===== config.mk =====
export PLATFORM = sky130hd
export DESIGN_NAME = ps2_keyboard_to_gamepad_decoder
export DESIGN_NICKNAME = d
export VERILOG_FILES = /design/src/hdl/ps2kg_pkg.sv /design/src/hdl/ps2kg_key_cell.sv /design/src/hdl/ps2_keyboard_to_gamepad_decoder.sv
export SDC_FILE = /design/constraint.sdc
export NUM_CORES = 1
export LEC_CHECK = 0
export ABC_AREA = 1
export ABC_CLOCK_PERIOD_IN_PS = 7400
export BUFFER_PORTS_ARGS = -buffer_cell sky130_fd_sc_hd__buf_2
export CORE_MARGIN = 2
export CORE_UTILIZATION = 64
export DETAILED_ROUTE_END_ITERATION = 8
export GPL_ROUTABILITY_DRIVEN = 0
export PLACE_DENSITY_LB_ADDON = 0.3
export SYNTH_ARGS = -nofsm -noshare
export SYNTH_HDL_FRONTEND = slang
export SYNTH_SLANG_ARGS = --single-unit

===== constraint.sdc =====
create_clock -name aclk -period 7.4 [get_ports aclk]
set_input_delay 1.48 -clock aclk [delete_from_list [all_inputs] [get_ports aclk]]
set_output_delay 1.48 -clock aclk [all_outputs]
set_load 0.05 [all_outputs]

===== src/hdl/ps2kg_pkg.sv =====
// Shared types, constants and lookup tables of the PS/2 keyboard to gamepad decoder.
package ps2kg_pkg;

    localparam int KEY_SLOTS = 6;
    localparam int NUM_WATCH = 31;
    localparam int HELD_SLOTS = 4;

    localparam logic [7:0] BYTE_BAT_OK = 8'hAA;
    localparam logic [7:0] BYTE_EXT    = 8'hE0;
    localparam logic [7:0] BYTE_BREAK  = 8'hF0;

    localparam logic [7:0] MOD_CTRL_MASK = 8'h11;
    localparam logic [7:0] MOD_ALT_MASK  = 8'h44;
    localparam logic [7:0] STICK_CENTER  = 8'd128;
    localparam logic [7:0] STICK_MIN     = 8'd0;
    localparam logic [7:0] STICK_FULL_RESET = 8'd255;

    localparam logic CFG_STICK_FULL = 1'b0;

    typedef logic [8:0] rom_entry_t;
    typedef logic [NUM_WATCH-1:0] watch_hits_t;

    typedef enum logic [1:0] {
        ST_IDLE,
        ST_DECODE,
        ST_EVAL
    } state_t;

    typedef enum logic [1:0] {
        OP_NONE,
        OP_PRESS,
        OP_RELEASE,
        OP_CLEAR
    } slot_op_t;

    typedef struct packed {
        slot_op_t   op;
        logic [7:0] code;
        logic       any_held;
    } slot_cmd_t;

    typedef struct packed {
        logic        match_seen;
        logic        empty_seen;
        watch_hits_t hits;
    } slot_link_t;

    localparam int H_ESC    = 0;
    localparam int H_EQUAL  = 1;
    localparam int H_P      = 2;
    localparam int H_MINUS  = 3;
    localparam int H_J      = 4;
    localparam int H_ENTER  = 5;
    localparam int H_K      = 6;
    localparam int H_BKSP   = 7;
    localparam int H_SEMI   = 8;
    localparam int H_L      = 9;
    localparam int H_U      = 10;
    localparam int H_PGUP   = 11;
    localparam int H_I      = 12;
    localparam int H_PGDN   = 13;
    localparam int H_LBRK   = 14;
    localparam int H_RBRK   = 15;
    localparam int H_V      = 16;
    localparam int H_N      = 17;
    localparam int H_UP     = 18;
    localparam int H_DOWN   = 19;
    localparam int H_LEFT   = 20;
    localparam int H_RIGHT  = 21;
    localparam int H_DEL    = 22;
    localparam int H_A      = 23;
    localparam int H_D      = 24;
    localparam int H_W      = 25;
    localparam int H_S      = 26;
    localparam int H_COMMA  = 27;
    localparam int H_SLASH  = 28;
    localparam int H_M      = 29;
    localparam int H_PERIOD = 30;

    localparam logic [7:0] WATCH_USAGE [NUM_WATCH] = '{
        8'h29, 8'h2E, 8'h13, 8'h2D, 8'h0D, 8'h28, 8'h0E, 8'h2A,
        8'h33, 8'h0F, 8'h18, 8'h4B, 8'h0C, 8'h4E, 8'h2F, 8'h30,
        8'h19, 8'h11, 8'h52, 8'h51, 8'h50, 8'h4F, 8'h4C, 8'h04,
        8'h07, 8'h1A, 8'h16, 8'h36, 8'h38, 8'h10, 8'h37
    };

    function automatic watch_hits_t hits_of(input logic [7:0] usage);
        watch_hits_t h;
        for (int k = 0; k < NUM_WATCH; k++) begin
            h[k] = (usage == WATCH_USAGE[k]);
        end
        return h;
    endfunction

    function automatic rom_entry_t rom_plain(input logic [7:0] b);
        rom_entry_t e;
        case (b)
            8'h01: e = 9'h042;
            8'h03: e = 9'h03E;
            8'h04: e = 9'h03C;
            8'h05: e = 9'h03A;
            8'h06: e = 9'h03B;
            8'h07: e = 9'h045;
            8'h09: e = 9'h043;
            8'h0A: e = 9'h041;
            8'h0B: e = 9'h03F;
            8'h0C: e = 9'h03D;
            8'h0D: e = 9'h02B;
            8'h0E: e = 9'h035;
            8'h11: e = 9'h104;
            8'h12: e = 9'h102;
            8'h14: e = 9'h101;
            8'h15: e = 9'h014;
            8'h16: e = 9'h01E;
            8'h1A: e = 9'h01D;
            8'h1B: e = 9'h016;
            8'h1C: e = 9'h004;
            8'h1D: e = 9'h01A;
            8'h1E: e = 9'h01F;
            8'h21: e = 9'h006;
            8'h22: e = 9'h01B;
            8'h23: e = 9'h007;
            8'h24: e = 9'h008;
            8'h25: e = 9'h021;
            8'h26: e = 9'h020;
            8'h29: e = 9'h02C;
            8'h2A: e = 9'h019;
            8'h2B: e = 9'h009;
            8'h2C: e = 9'h017;
            8'h2D: e = 9'h015;
            8'h2E: e = 9'h022;
            8'h31: e = 9'h011;
            8'h32: e = 9'h005;
            8'h33: e = 9'h00B;
            8'h34: e = 9'h00A;
            8'h35: e = 9'h01C;
            8'h36: e = 9'h023;
            8'h3A: e = 9'h010;
            8'h3B: e = 9'h00D;
            8'h3C: e = 9'h018;
            8'h3D: e = 9'h024;
            8'h3E: e = 9'h025;
            8'h41: e = 9'h036;
            8'h42: e = 9'h00E;
            8'h43: e = 9'h00C;
            8'h44: e = 9'h012;
            8'h45: e = 9'h027;
            8'h46: e = 9'h026;
            8'h49: e = 9'h037;
            8'h4A: e = 9'h038;
            8'h4B: e = 9'h00F;
            8'h4C: e = 9'h033;
            8'h4D: e = 9'h013;
            8'h4E: e = 9'h02D;
            8'h52: e = 9'h034;
            8'h54: e = 9'h02F;
            8'h55: e = 9'h02E;
            8'h58: e = 9'h039;
            8'h59: e = 9'h120;
            8'h5A: e = 9'h028;
            8'h5B: e = 9'h030;
            8'h5D: e = 9'h031;
            8'h66: e = 9'h02A;
            8'h76: e = 9'h029;
            8'h78: e = 9'h044;
            8'h83: e = 9'h040;
            default: e = 9'h000;
        endcase
        return e;
    endfunction

    function automatic rom_entry_t rom_ext(input logic [7:0] b);
        rom_entry_t e;
        case (b)
            8'h11: e = 9'h140;
            8'h14: e = 9'h110;
            8'h1F: e = 9'h108;
            8'h27: e = 9'h180;
            8'h69: e = 9'h04D;
            8'h6B: e = 9'h050;
            8'h6C: e = 9'h04A;
            8'h70: e = 9'h049;
            8'h71: e = 9'h04C;
            8'h72: e = 9'h051;
            8'h74: e = 9'h04F;
            8'h75: e = 9'h052;
            8'h7A: e = 9'h04E;
            8'h7D: e = 9'h04B;
            default: e = 9'h000;
        endcase
        return e;
    endfunction

endpackage


===== src/hdl/ps2kg_key_cell.sv =====
// One key slot of the pressed-key chain, with its match, free-slot and hit links.
module ps2kg_key_cell (
    input  logic                   aclk,
    input  logic                   aresetn,
    input  ps2kg_pkg::slot_cmd_t   cmd,
    input  ps2kg_pkg::slot_link_t  link_in,
    output ps2kg_pkg::slot_link_t  link_out,
    output logic [7:0]             slot
);

    logic [7:0] slot_reg;
    logic [7:0] slot_next;
    logic       match;
    logic       empty;

    assign match = (slot_reg == cmd.code);
    assign empty = (slot_reg == 8'd0);

    assign link_out.match_seen = link_in.match_seen | match;
    assign link_out.empty_seen = link_in.empty_seen | empty;
    assign link_out.hits       = link_in.hits | ps2kg_pkg::hits_of(slot_reg);
    assign slot                = slot_reg;

    always_comb begin
        slot_next = slot_reg;
        case (cmd.op)
            ps2kg_pkg::OP_CLEAR: begin
                slot_next = 8'd0;
            end
            ps2kg_pkg::OP_PRESS: begin
                if (!cmd.any_held && !link_in.empty_seen && empty) begin
                    slot_next = cmd.code;
                end
            end
            ps2kg_pkg::OP_RELEASE: begin
                if (match && !link_in.match_seen) begin
                    slot_next = 8'd0;
                end
            end
            default: begin
                slot_next = slot_reg;
            end
        endcase
    end

    always_ff @(posedge aclk) begin
        if (!aresetn) begin
            slot_reg <= 8'd0;
        end else begin
            slot_reg <= slot_next;
        end
    end

endmodule


===== src/hdl/ps2_keyboard_to_gamepad_decoder.sv =====
// Top level of the PS/2 keyboard to gamepad decoder: frame check, decoder and pad mapping.
//
// The input channel (s_valid, s_ready, s_frame) takes one 11-bit PS/2 frame per beat.
// The frame is checked for start, stop and odd parity, its byte is decoded as scan
// code Set 2, and the key set lives in a row of key slot cells that update together.
// After a good frame with a mapped code or the BAT byte, the gamepad state is built
// and sent on the result channel (m_valid, m_ready, m_*) if it differs from the last
// one sent or none has been sent since reset. Prefix bytes, unmapped codes and bad
// frames give no beat. A mapped code or the BAT byte passes the capture of the frame
// (idle), the decoder and slot chain update (decode), and the build and compare of the
// pad state (eval). A bad frame, a prefix byte or an unmapped code passes capture and
// decode only. s_ready is high only while the block is idle, so a new frame is taken
// only after the last one is through all its steps. A result beat is loaded into the
// output register in the eval step. When the receiver
// stalls, the result is held in the output register; a new result that must be sent
// while the old one still waits holds the block, and s_ready stays low until the old
// beat is taken. Reset (aresetn low, synchronous) empties all key slots, clears the
// modifiers, prefixes and presence flag, sets stick_full to 255 and the last sent
// state to all buttons released with centered sticks.
module ps2_keyboard_to_gamepad_decoder (
    input  logic        aclk,
    input  logic        aresetn,
    input  logic        s_valid,
    output logic        s_ready,
    input  logic [10:0] s_frame,
    output logic        m_valid,
    input  logic        m_ready,
    output logic [16:0] m_buttons,
    output logic [7:0]  m_left_x,
    output logic [7:0]  m_left_y,
    output logic [7:0]  m_right_x,
    output logic [7:0]  m_right_y,
    output logic [31:0] m_held_keys,
    output logic        m_present,
    input  logic        psel,
    input  logic        penable,
    input  logic        pwrite,
    input  logic [2:0]  paddr,
    input  logic [31:0] pwdata,
    output logic [31:0] prdata,
    output logic        pready
);

    ps2kg_pkg::state_t state_reg;
    ps2kg_pkg::state_t state_next;

    logic [10:0] frame_reg;
    logic [10:0] frame_next;
    logic        ext_reg;
    logic        ext_next;
    logic        brk_reg;
    logic        brk_next;
    logic        seen_reg;
    logic        seen_next;
    logic [7:0]  mod_reg;
    logic [7:0]  mod_next;
    logic [7:0]  stick_full_reg;
    logic [7:0]  stick_full_next;
    logic [16:0] last_buttons_reg;
    logic [16:0] last_buttons_next;
    logic [31:0] last_sticks_reg;
    logic [31:0] last_sticks_next;
    logic        emitted_reg;
    logic        emitted_next;
    logic        m_valid_reg;
    logic        m_valid_next;
    logic [16:0] m_buttons_reg;
    logic [16:0] m_buttons_next;
    logic [31:0] m_sticks_reg;
    logic [31:0] m_sticks_next;
    logic [31:0] m_held_keys_reg;
    logic [31:0] m_held_keys_next;
    logic        m_present_reg;
    logic        m_present_next;

    ps2kg_pkg::slot_cmd_t   cmd;
    ps2kg_pkg::slot_link_t  links [ps2kg_pkg::KEY_SLOTS+1];
    logic [7:0]             slot_val [ps2kg_pkg::KEY_SLOTS];
    ps2kg_pkg::watch_hits_t hits;
    ps2kg_pkg::rom_entry_t  entry;

    logic [7:0]  data;
    logic        frame_ok;
    logic        cfg_write;
    logic        load;
    logic        emit;
    logic [16:0] buttons;
    logic [31:0] sticks;
    logic [31:0] held_keys;

    function automatic logic [7:0] axis(input logic neg, input logic pos,
                                        input logic [7:0] full);
        logic [7:0] v;
        if (neg && !pos) begin
            v = ps2kg_pkg::STICK_MIN;
        end else if (pos && !neg) begin
            v = full;
        end else begin
            v = ps2kg_pkg::STICK_CENTER;
        end
        return v;
    endfunction

    assign links[0] = '0;

    for (genvar i = 0; i < ps2kg_pkg::KEY_SLOTS; i++) begin : g_cell
        ps2kg_key_cell u_cell (
            .aclk     (aclk),
            .aresetn  (aresetn),
            .cmd      (cmd),
            .link_in  (links[i]),
            .link_out (links[i+1]),
            .slot     (slot_val[i])
        );
    end

    for (genvar j = 0; j < ps2kg_pkg::HELD_SLOTS; j++) begin : g_held
        if (j < ps2kg_pkg::KEY_SLOTS) begin : g_slot
            assign held_keys[8*j +: 8] = slot_val[j];
        end else begin : g_none
            assign held_keys[8*j +: 8] = 8'd0;
        end
    end

    assign hits     = links[ps2kg_pkg::KEY_SLOTS].hits;
    assign data     = frame_reg[8:1];
    assign frame_ok = !frame_reg[0] && frame_reg[10] && (^frame_reg[9:1]);
    assign entry    = ext_reg ? ps2kg_pkg::rom_ext(data) : ps2kg_pkg::rom_plain(data);

    always_comb begin
        buttons[0]  = hits[ps2kg_pkg::H_ESC] | hits[ps2kg_pkg::H_EQUAL];
        buttons[1]  = hits[ps2kg_pkg::H_P] | hits[ps2kg_pkg::H_MINUS];
        buttons[2]  = hits[ps2kg_pkg::H_J] | hits[ps2kg_pkg::H_ENTER];
        buttons[3]  = hits[ps2kg_pkg::H_K] | hits[ps2kg_pkg::H_BKSP];
        buttons[4]  = hits[ps2kg_pkg::H_SEMI];
        buttons[5]  = hits[ps2kg_pkg::H_L];
        buttons[6]  = hits[ps2kg_pkg::H_U] | hits[ps2kg_pkg::H_PGUP];
        buttons[7]  = hits[ps2kg_pkg::H_I] | hits[ps2kg_pkg::H_PGDN];
        buttons[8]  = hits[ps2kg_pkg::H_LBRK];
        buttons[9]  = hits[ps2kg_pkg::H_RBRK];
        buttons[10] = hits[ps2kg_pkg::H_V];
        buttons[11] = hits[ps2kg_pkg::H_N];
        buttons[12] = hits[ps2kg_pkg::H_UP];
        buttons[13] = hits[ps2kg_pkg::H_DOWN];
        buttons[14] = hits[ps2kg_pkg::H_LEFT];
        buttons[15] = hits[ps2kg_pkg::H_RIGHT];
        buttons[16] = (|(mod_reg & ps2kg_pkg::MOD_CTRL_MASK))
                    && (|(mod_reg & ps2kg_pkg::MOD_ALT_MASK))
                    && hits[ps2kg_pkg::H_DEL];
        sticks[7:0]   = axis(hits[ps2kg_pkg::H_A], hits[ps2kg_pkg::H_D], stick_full_reg);
        sticks[15:8]  = axis(hits[ps2kg_pkg::H_W], hits[ps2kg_pkg::H_S], stick_full_reg);
        sticks[23:16] = axis(hits[ps2kg_pkg::H_COMMA], hits[ps2kg_pkg::H_SLASH],
                             stick_full_reg);
        sticks[31:24] = axis(hits[ps2kg_pkg::H_M], hits[ps2kg_pkg::H_PERIOD],
                             stick_full_reg);
    end

    assign emit = !emitted_reg || (buttons != last_buttons_reg) || (sticks != last_sticks_reg);
    assign cfg_write = psel && penable && pwrite && pready;

    always_comb begin
        state_next        = state_reg;
        frame_next        = frame_reg;
        ext_next          = ext_reg;
        brk_next          = brk_reg;
        seen_next         = seen_reg;
        mod_next          = mod_reg;
        stick_full_next   = stick_full_reg;
        last_buttons_next = last_buttons_reg;
        last_sticks_next  = last_sticks_reg;
        emitted_next      = emitted_reg;
        m_valid_next      = m_valid_reg && !m_ready;
        m_buttons_next    = m_buttons_reg;
        m_sticks_next     = m_sticks_reg;
        m_held_keys_next  = m_held_keys_reg;
        m_present_next    = m_present_reg;
        cmd.op            = ps2kg_pkg::OP_NONE;
        cmd.code          = entry[7:0];
        cmd.any_held      = links[ps2kg_pkg::KEY_SLOTS].match_seen;
        load              = 1'b0;

        case (state_reg)
            ps2kg_pkg::ST_IDLE: begin
                if (s_valid) begin
                    frame_next = s_frame;
                    state_next = ps2kg_pkg::ST_DECODE;
                end
            end
            ps2kg_pkg::ST_DECODE: begin
                state_next = ps2kg_pkg::ST_IDLE;
                if (frame_ok) begin
                    if (data == ps2kg_pkg::BYTE_BAT_OK) begin
                        cmd.op     = ps2kg_pkg::OP_CLEAR;
                        mod_next   = 8'd0;
                        ext_next   = 1'b0;
                        brk_next   = 1'b0;
                        seen_next  = 1'b1;
                        state_next = ps2kg_pkg::ST_EVAL;
                    end else if (data == ps2kg_pkg::BYTE_EXT) begin
                        ext_next = 1'b1;
                    end else if (data == ps2kg_pkg::BYTE_BREAK) begin
                        brk_next = 1'b1;
                    end else begin
                        ext_next = 1'b0;
                        brk_next = 1'b0;
                        if (entry != '0) begin
                            state_next = ps2kg_pkg::ST_EVAL;
                            if (entry[8]) begin
                                mod_next = brk_reg ? (mod_reg & ~entry[7:0])
                                                   : (mod_reg | entry[7:0]);
                            end else begin
                                cmd.op = brk_reg ? ps2kg_pkg::OP_RELEASE
                                                 : ps2kg_pkg::OP_PRESS;
                            end
                        end
                    end
                end
            end
            ps2kg_pkg::ST_EVAL: begin
                if (!emit) begin
                    state_next = ps2kg_pkg::ST_IDLE;
                end else if (!m_valid_reg || m_ready) begin
                    load              = 1'b1;
                    state_next        = ps2kg_pkg::ST_IDLE;
                    last_buttons_next = buttons;
                    last_sticks_next  = sticks;
                    emitted_next      = 1'b1;
                    m_valid_next      = 1'b1;
                    m_buttons_next    = buttons;
                    m_sticks_next     = sticks;
                    m_held_keys_next  = held_keys;
                    m_present_next    = seen_reg;
                end
            end
            default: begin
                state_next = ps2kg_pkg::ST_IDLE;
            end
        endcase

        if (cfg_write && (paddr[2] == ps2kg_pkg::CFG_STICK_FULL)) begin
            stick_full_next = pwdata[7:0];
        end
    end

    always_ff @(posedge aclk) begin
        if (!aresetn) begin
            state_reg        <= ps2kg_pkg::ST_IDLE;
            ext_reg          <= 1'b0;
            brk_reg          <= 1'b0;
            seen_reg         <= 1'b0;
            mod_reg          <= 8'd0;
            stick_full_reg   <= ps2kg_pkg::STICK_FULL_RESET;
            last_buttons_reg <= 17'd0;
            last_sticks_reg  <= {4{ps2kg_pkg::STICK_CENTER}};
            emitted_reg      <= 1'b0;
            m_valid_reg      <= 1'b0;
        end else begin
            state_reg        <= state_next;
            ext_reg          <= ext_next;
            brk_reg          <= brk_next;
            seen_reg         <= seen_next;
            mod_reg          <= mod_next;
            stick_full_reg   <= stick_full_next;
            last_buttons_reg <= last_buttons_next;
            last_sticks_reg  <= last_sticks_next;
            emitted_reg      <= emitted_next;
            m_valid_reg      <= m_valid_next;
        end
    end

    always_ff @(posedge aclk) begin
        frame_reg       <= frame_next;
        m_buttons_reg   <= m_buttons_next;
        m_sticks_reg    <= m_sticks_next;
        m_held_keys_reg <= m_held_keys_next;
        m_present_reg   <= m_present_next;
    end

    assign s_ready     = (state_reg == ps2kg_pkg::ST_IDLE);
    assign m_valid     = m_valid_reg;
    assign m_buttons   = m_buttons_reg;
    assign m_left_x    = m_sticks_reg[7:0];
    assign m_left_y    = m_sticks_reg[15:8];
    assign m_right_x   = m_sticks_reg[23:16];
    assign m_right_y   = m_sticks_reg[31:24];
    assign m_held_keys = m_held_keys_reg;
    assign m_present   = m_present_reg;
    assign pready      = 1'b1;
    assign prdata      = (paddr[2] == ps2kg_pkg::CFG_STICK_FULL)
                       ? {24'd0, stick_full_reg} : 32'd0;

    a_accept_decodes: assert property (@(posedge aclk) disable iff (!aresetn)
        (s_valid && s_ready) |=> (state_reg == ps2kg_pkg::ST_DECODE))
        else $error("Accepted frame did not enter the decode step.");

    a_bad_frame_quiet: assert property (@(posedge aclk) disable iff (!aresetn)
        (state_reg == ps2kg_pkg::ST_DECODE && !frame_ok)
        |=> (state_reg == ps2kg_pkg::ST_IDLE && $stable(mod_reg) && $stable(seen_reg)
             && $stable(ext_reg) && $stable(brk_reg)))
        else $error("A bad frame changed the decoder state.");

    a_load_tracks_last: assert property (@(posedge aclk) disable iff (!aresetn)
        load |=> (m_valid_reg && m_buttons_reg == last_buttons_reg
                  && m_sticks_reg == last_sticks_reg))
        else $error("Sent pad state differs from the recorded last state.");

    a_no_overwrite: assert property (@(posedge aclk) disable iff (!aresetn)
        load |-> (!m_valid_reg || m_ready))
        else $error("A waiting result was overwritten.");

    a_emitted_sticky: assert property (@(posedge aclk) disable iff (!aresetn)
        $past(aresetn) |-> !$fell(emitted_reg))
        else $error("The sent-once flag cleared without reset.");

endmodule

==> flow_summary.ini <==
[cts]
cts_setup_buffers = 0
clock_latency_ns = 0.54
htreeDepth = 1
path_clk_slew_ns = 0.06
root_buffer = clkbuf_16
clock_path_buffers = 3
cts_buffers = 25
clock-sinks = 217
ctsHoldBuffers = 0
cts_resized = 0
cts_tree = yes

[grt]
grt_pass1_wl_um = 65470
grt_usage_pct = 34.27
overflow = 0
antenna_found_initial = 0
grt_pass1_vias = 13370
grt_max_degree = 97

[drt]
post_drt_via_cell_ratio = 5.789
avgRoutedWirePerCell_um = 16.15
vias = 14760
drc = 0
wirelength_um = 41170
antenna_left = 0
drtIter0Drc = 1862
dr.pass1.iters = 8

[sta]
fin_crit_sh_pct = 68.05
holdWs_ns = 0.4704
tns_ns = 0
skew_ns = 0.02004
finalSetupViolations = 0
slew_viol_final = 0
max_freq_ghz = 0.1986
post-route-min-period_ns = 5.036
worst_pin_slew_ns = 1.094
slew_headroom_pct = 26.56
hold_viol_final = 0
rsz0062_at_grt = no

[logic_synthesis]
post-synth-top-count-cell = nand2_1
avgSynthCellArea_um2 = 6.522
synth-seq-cells = 217
ys.flop_type = dfxtp_1
synth_top_area_share_pct = 19.84
synth_top_area_cell = edfxtp_1
synth.area.top_cells = edfxtp_1 20%, dfxtp_1 18%, nand2_1 16%
syn-instance-count = 2158
synth_async_sr_flop_share_pct = 0
yosys_warnings = 0
synth_commonest_cells = 588 x nand2_1, 450 x nor2_1, 232 x inv_1, 198 x nand3_1, 124 x dfxtp_1
synth-edff-count = 93
seq_area_frac_synth_pct = 37.48
synth_area_um2 = 14070
synth_cell_types = 48

[critical_path]
cp_slowest_stage_delay_ns = 0.82
cp_max_fo = 96
worst-path-buf-inv = 3
path_cells = inv_1 > nand2_1 > nor2_1 > nand2_1 > nand3_1 > nor2_1 > nand3_1 > nand2_1 > nand3_1 > nor2_1 > nand3_1 > nor2_1 > nand3_2 > nand3_4 > clkinv_2 > buf_12
critPathTopFamily = simple AND/OR/NAND/NOR gates
regToRegSetupSlack_ns = 2.36
ff2ff_path_depth = 16
critPathArrivalTime_ns = 5.24
cp-end-kind = flip-flop
reg2reg_to = m_held_keys[18]
worstReg2RegStart = g_cell[1].u_cell.slot[2]
slowest_stage = nor2_1
critPathKind = flip-flop to flip-flop
critPathLaunchType = flip-flop
cp.required_ns = 7.60

[finish]
syn_to_final_growth_pct = 10.61
multiInputGateArea_um2 = 7443
final_util_pct = 71.78
drive_gt1_share_pct = 10.62
fillers = 1767
nNetsFinal = 2328
largest_register_ffs = 48
stdcell_count = 2550
ff_latch_area_um2 = 5275
antenna_cells = 0

[min_path]
min_path_type = flip-flop to flip-flop
min_path_cells = 0
hold_start = seen_reg
min_to = m_present

[floorplan]
fp.dieH_um = 152.3
start_util_pct = 64.90
die_area_um2 = 23190
row_count = 54
die_w_um = 152.3
core_um2 = 21690
io_pins = 170

[placed_design]
post-dp-hpwl_um = 30370
io_buffers = 118
dp_cells = 2504

[pwr]
peakVddDrop_v = 0.0002001
power_mw = 3.124
p_leak_nw = 7.412
power_density_nw_per_um2 = 200.7

[outcome]
status = finished clean

[flow_run]
cap_violations = 0
[worst max-delay path by stage]
stage,startpoint,slack (ns),end,cells after the start
final,g_cell[1].u_cell.slot[2],2.36,m_held_keys[18],16
after global routing,g_cell[0].u_cell.slot[5],2.05,m_held_keys[18],17
after CTS,g_cell[1].u_cell.slot[2],2.54,m_held_keys[31],17
after detailed placement,g_cell[0].u_cell.slot[5],2.57,m_held_keys[18],17
after global placement,g_cell[0].u_cell.slot[5],2.72,m_held_keys[23],17
after floorplan,g_cell[5].u_cell.slot[5],3.30,m_buttons[0],20
[cells by family after synthesis]
kind of cell / Yosys count / synth area share (%)
buf+inv: 335 / 10.30
fa+ha+maj: 24 / 2.134
xor+xnor: 27 / 1.680
simple gates: 1363 / 40.63
flops: 217 / 37.48
other cells: 2 / 0.05336
compound gates: 190 / 7.716
[cells in the final DEF (no fill, tap or decap), types with 14 or more instances in the layout]
| master | netlist | routed |
|---|---|---|
| nand2_1 | 588 | 588 |
| nor2_1 | 450 | 450 |
| inv_1 | 232 | 231 |
| nand3_1 | 198 | 198 |
| dfxtp_1 | 124 | 124 |
| buf_2 | 13 | 118 |
| edfxtp_1 | 93 | 93 |
| a21oi_1 | 77 | 77 |
| o21ai_0 | 48 | 47 |
| nand4_1 | 38 | 38 |
| nor3_1 | 29 | 29 |
| clkbuf_16 | 0 | 28 |
| conb_1 | 2 | 25 |
| xor2_1 | 24 | 24 |
| ha_1 | 24 | 24 |
| inv_2 | 21 | 21 |
| nor2_2 | 19 | 19 |
| o21ai_1 | 16 | 17 |
| o211ai_1 | 14 | 14 |
[report_power, final]
| group | internal, mW | leakage, nW | switching [mW] |
|---|---|---|---|
| sequential | 1.27 | 1.76 | 0.0284 |
| combinational | 0.139 | 5.20 | 0.370 |
| clock | 0.799 | 0.448 | 0.516 |
[stage by stage]
stage	setup WS, ns	area, um^2
2_1_floorplan	3.300	14160
3_3_place_gp	2.716	14660
3_5_place_dp	2.571	14660
4_1_cts	2.542	15570
5_1_grt	2.054	15570
6_report	2.364	15570
[area by class of cell]
type / instances / area share (%)
timing repair buffer: 122 / 4.067
clock buffer: 33 / 4.879
inverter: 256 / 6.181
sequential: 217 / 33.89
tap: 280 / 2.250
multi-input combinational: 1629 / 47.81
clock inverter: 13 / 0.9243
[per-layer routing]
metal	part of all wire (%)	global-route usage, %	vias up	wire [um]
li1	-	-	7036	-
met1	38	43.96	6509	15460
met2	45	55.19	1004	18350
met3	13	8.106	213	5303
met4	5.0	15.71	0	2063
met5	0	0	-	0
Power figures use the tool's default switching activity.
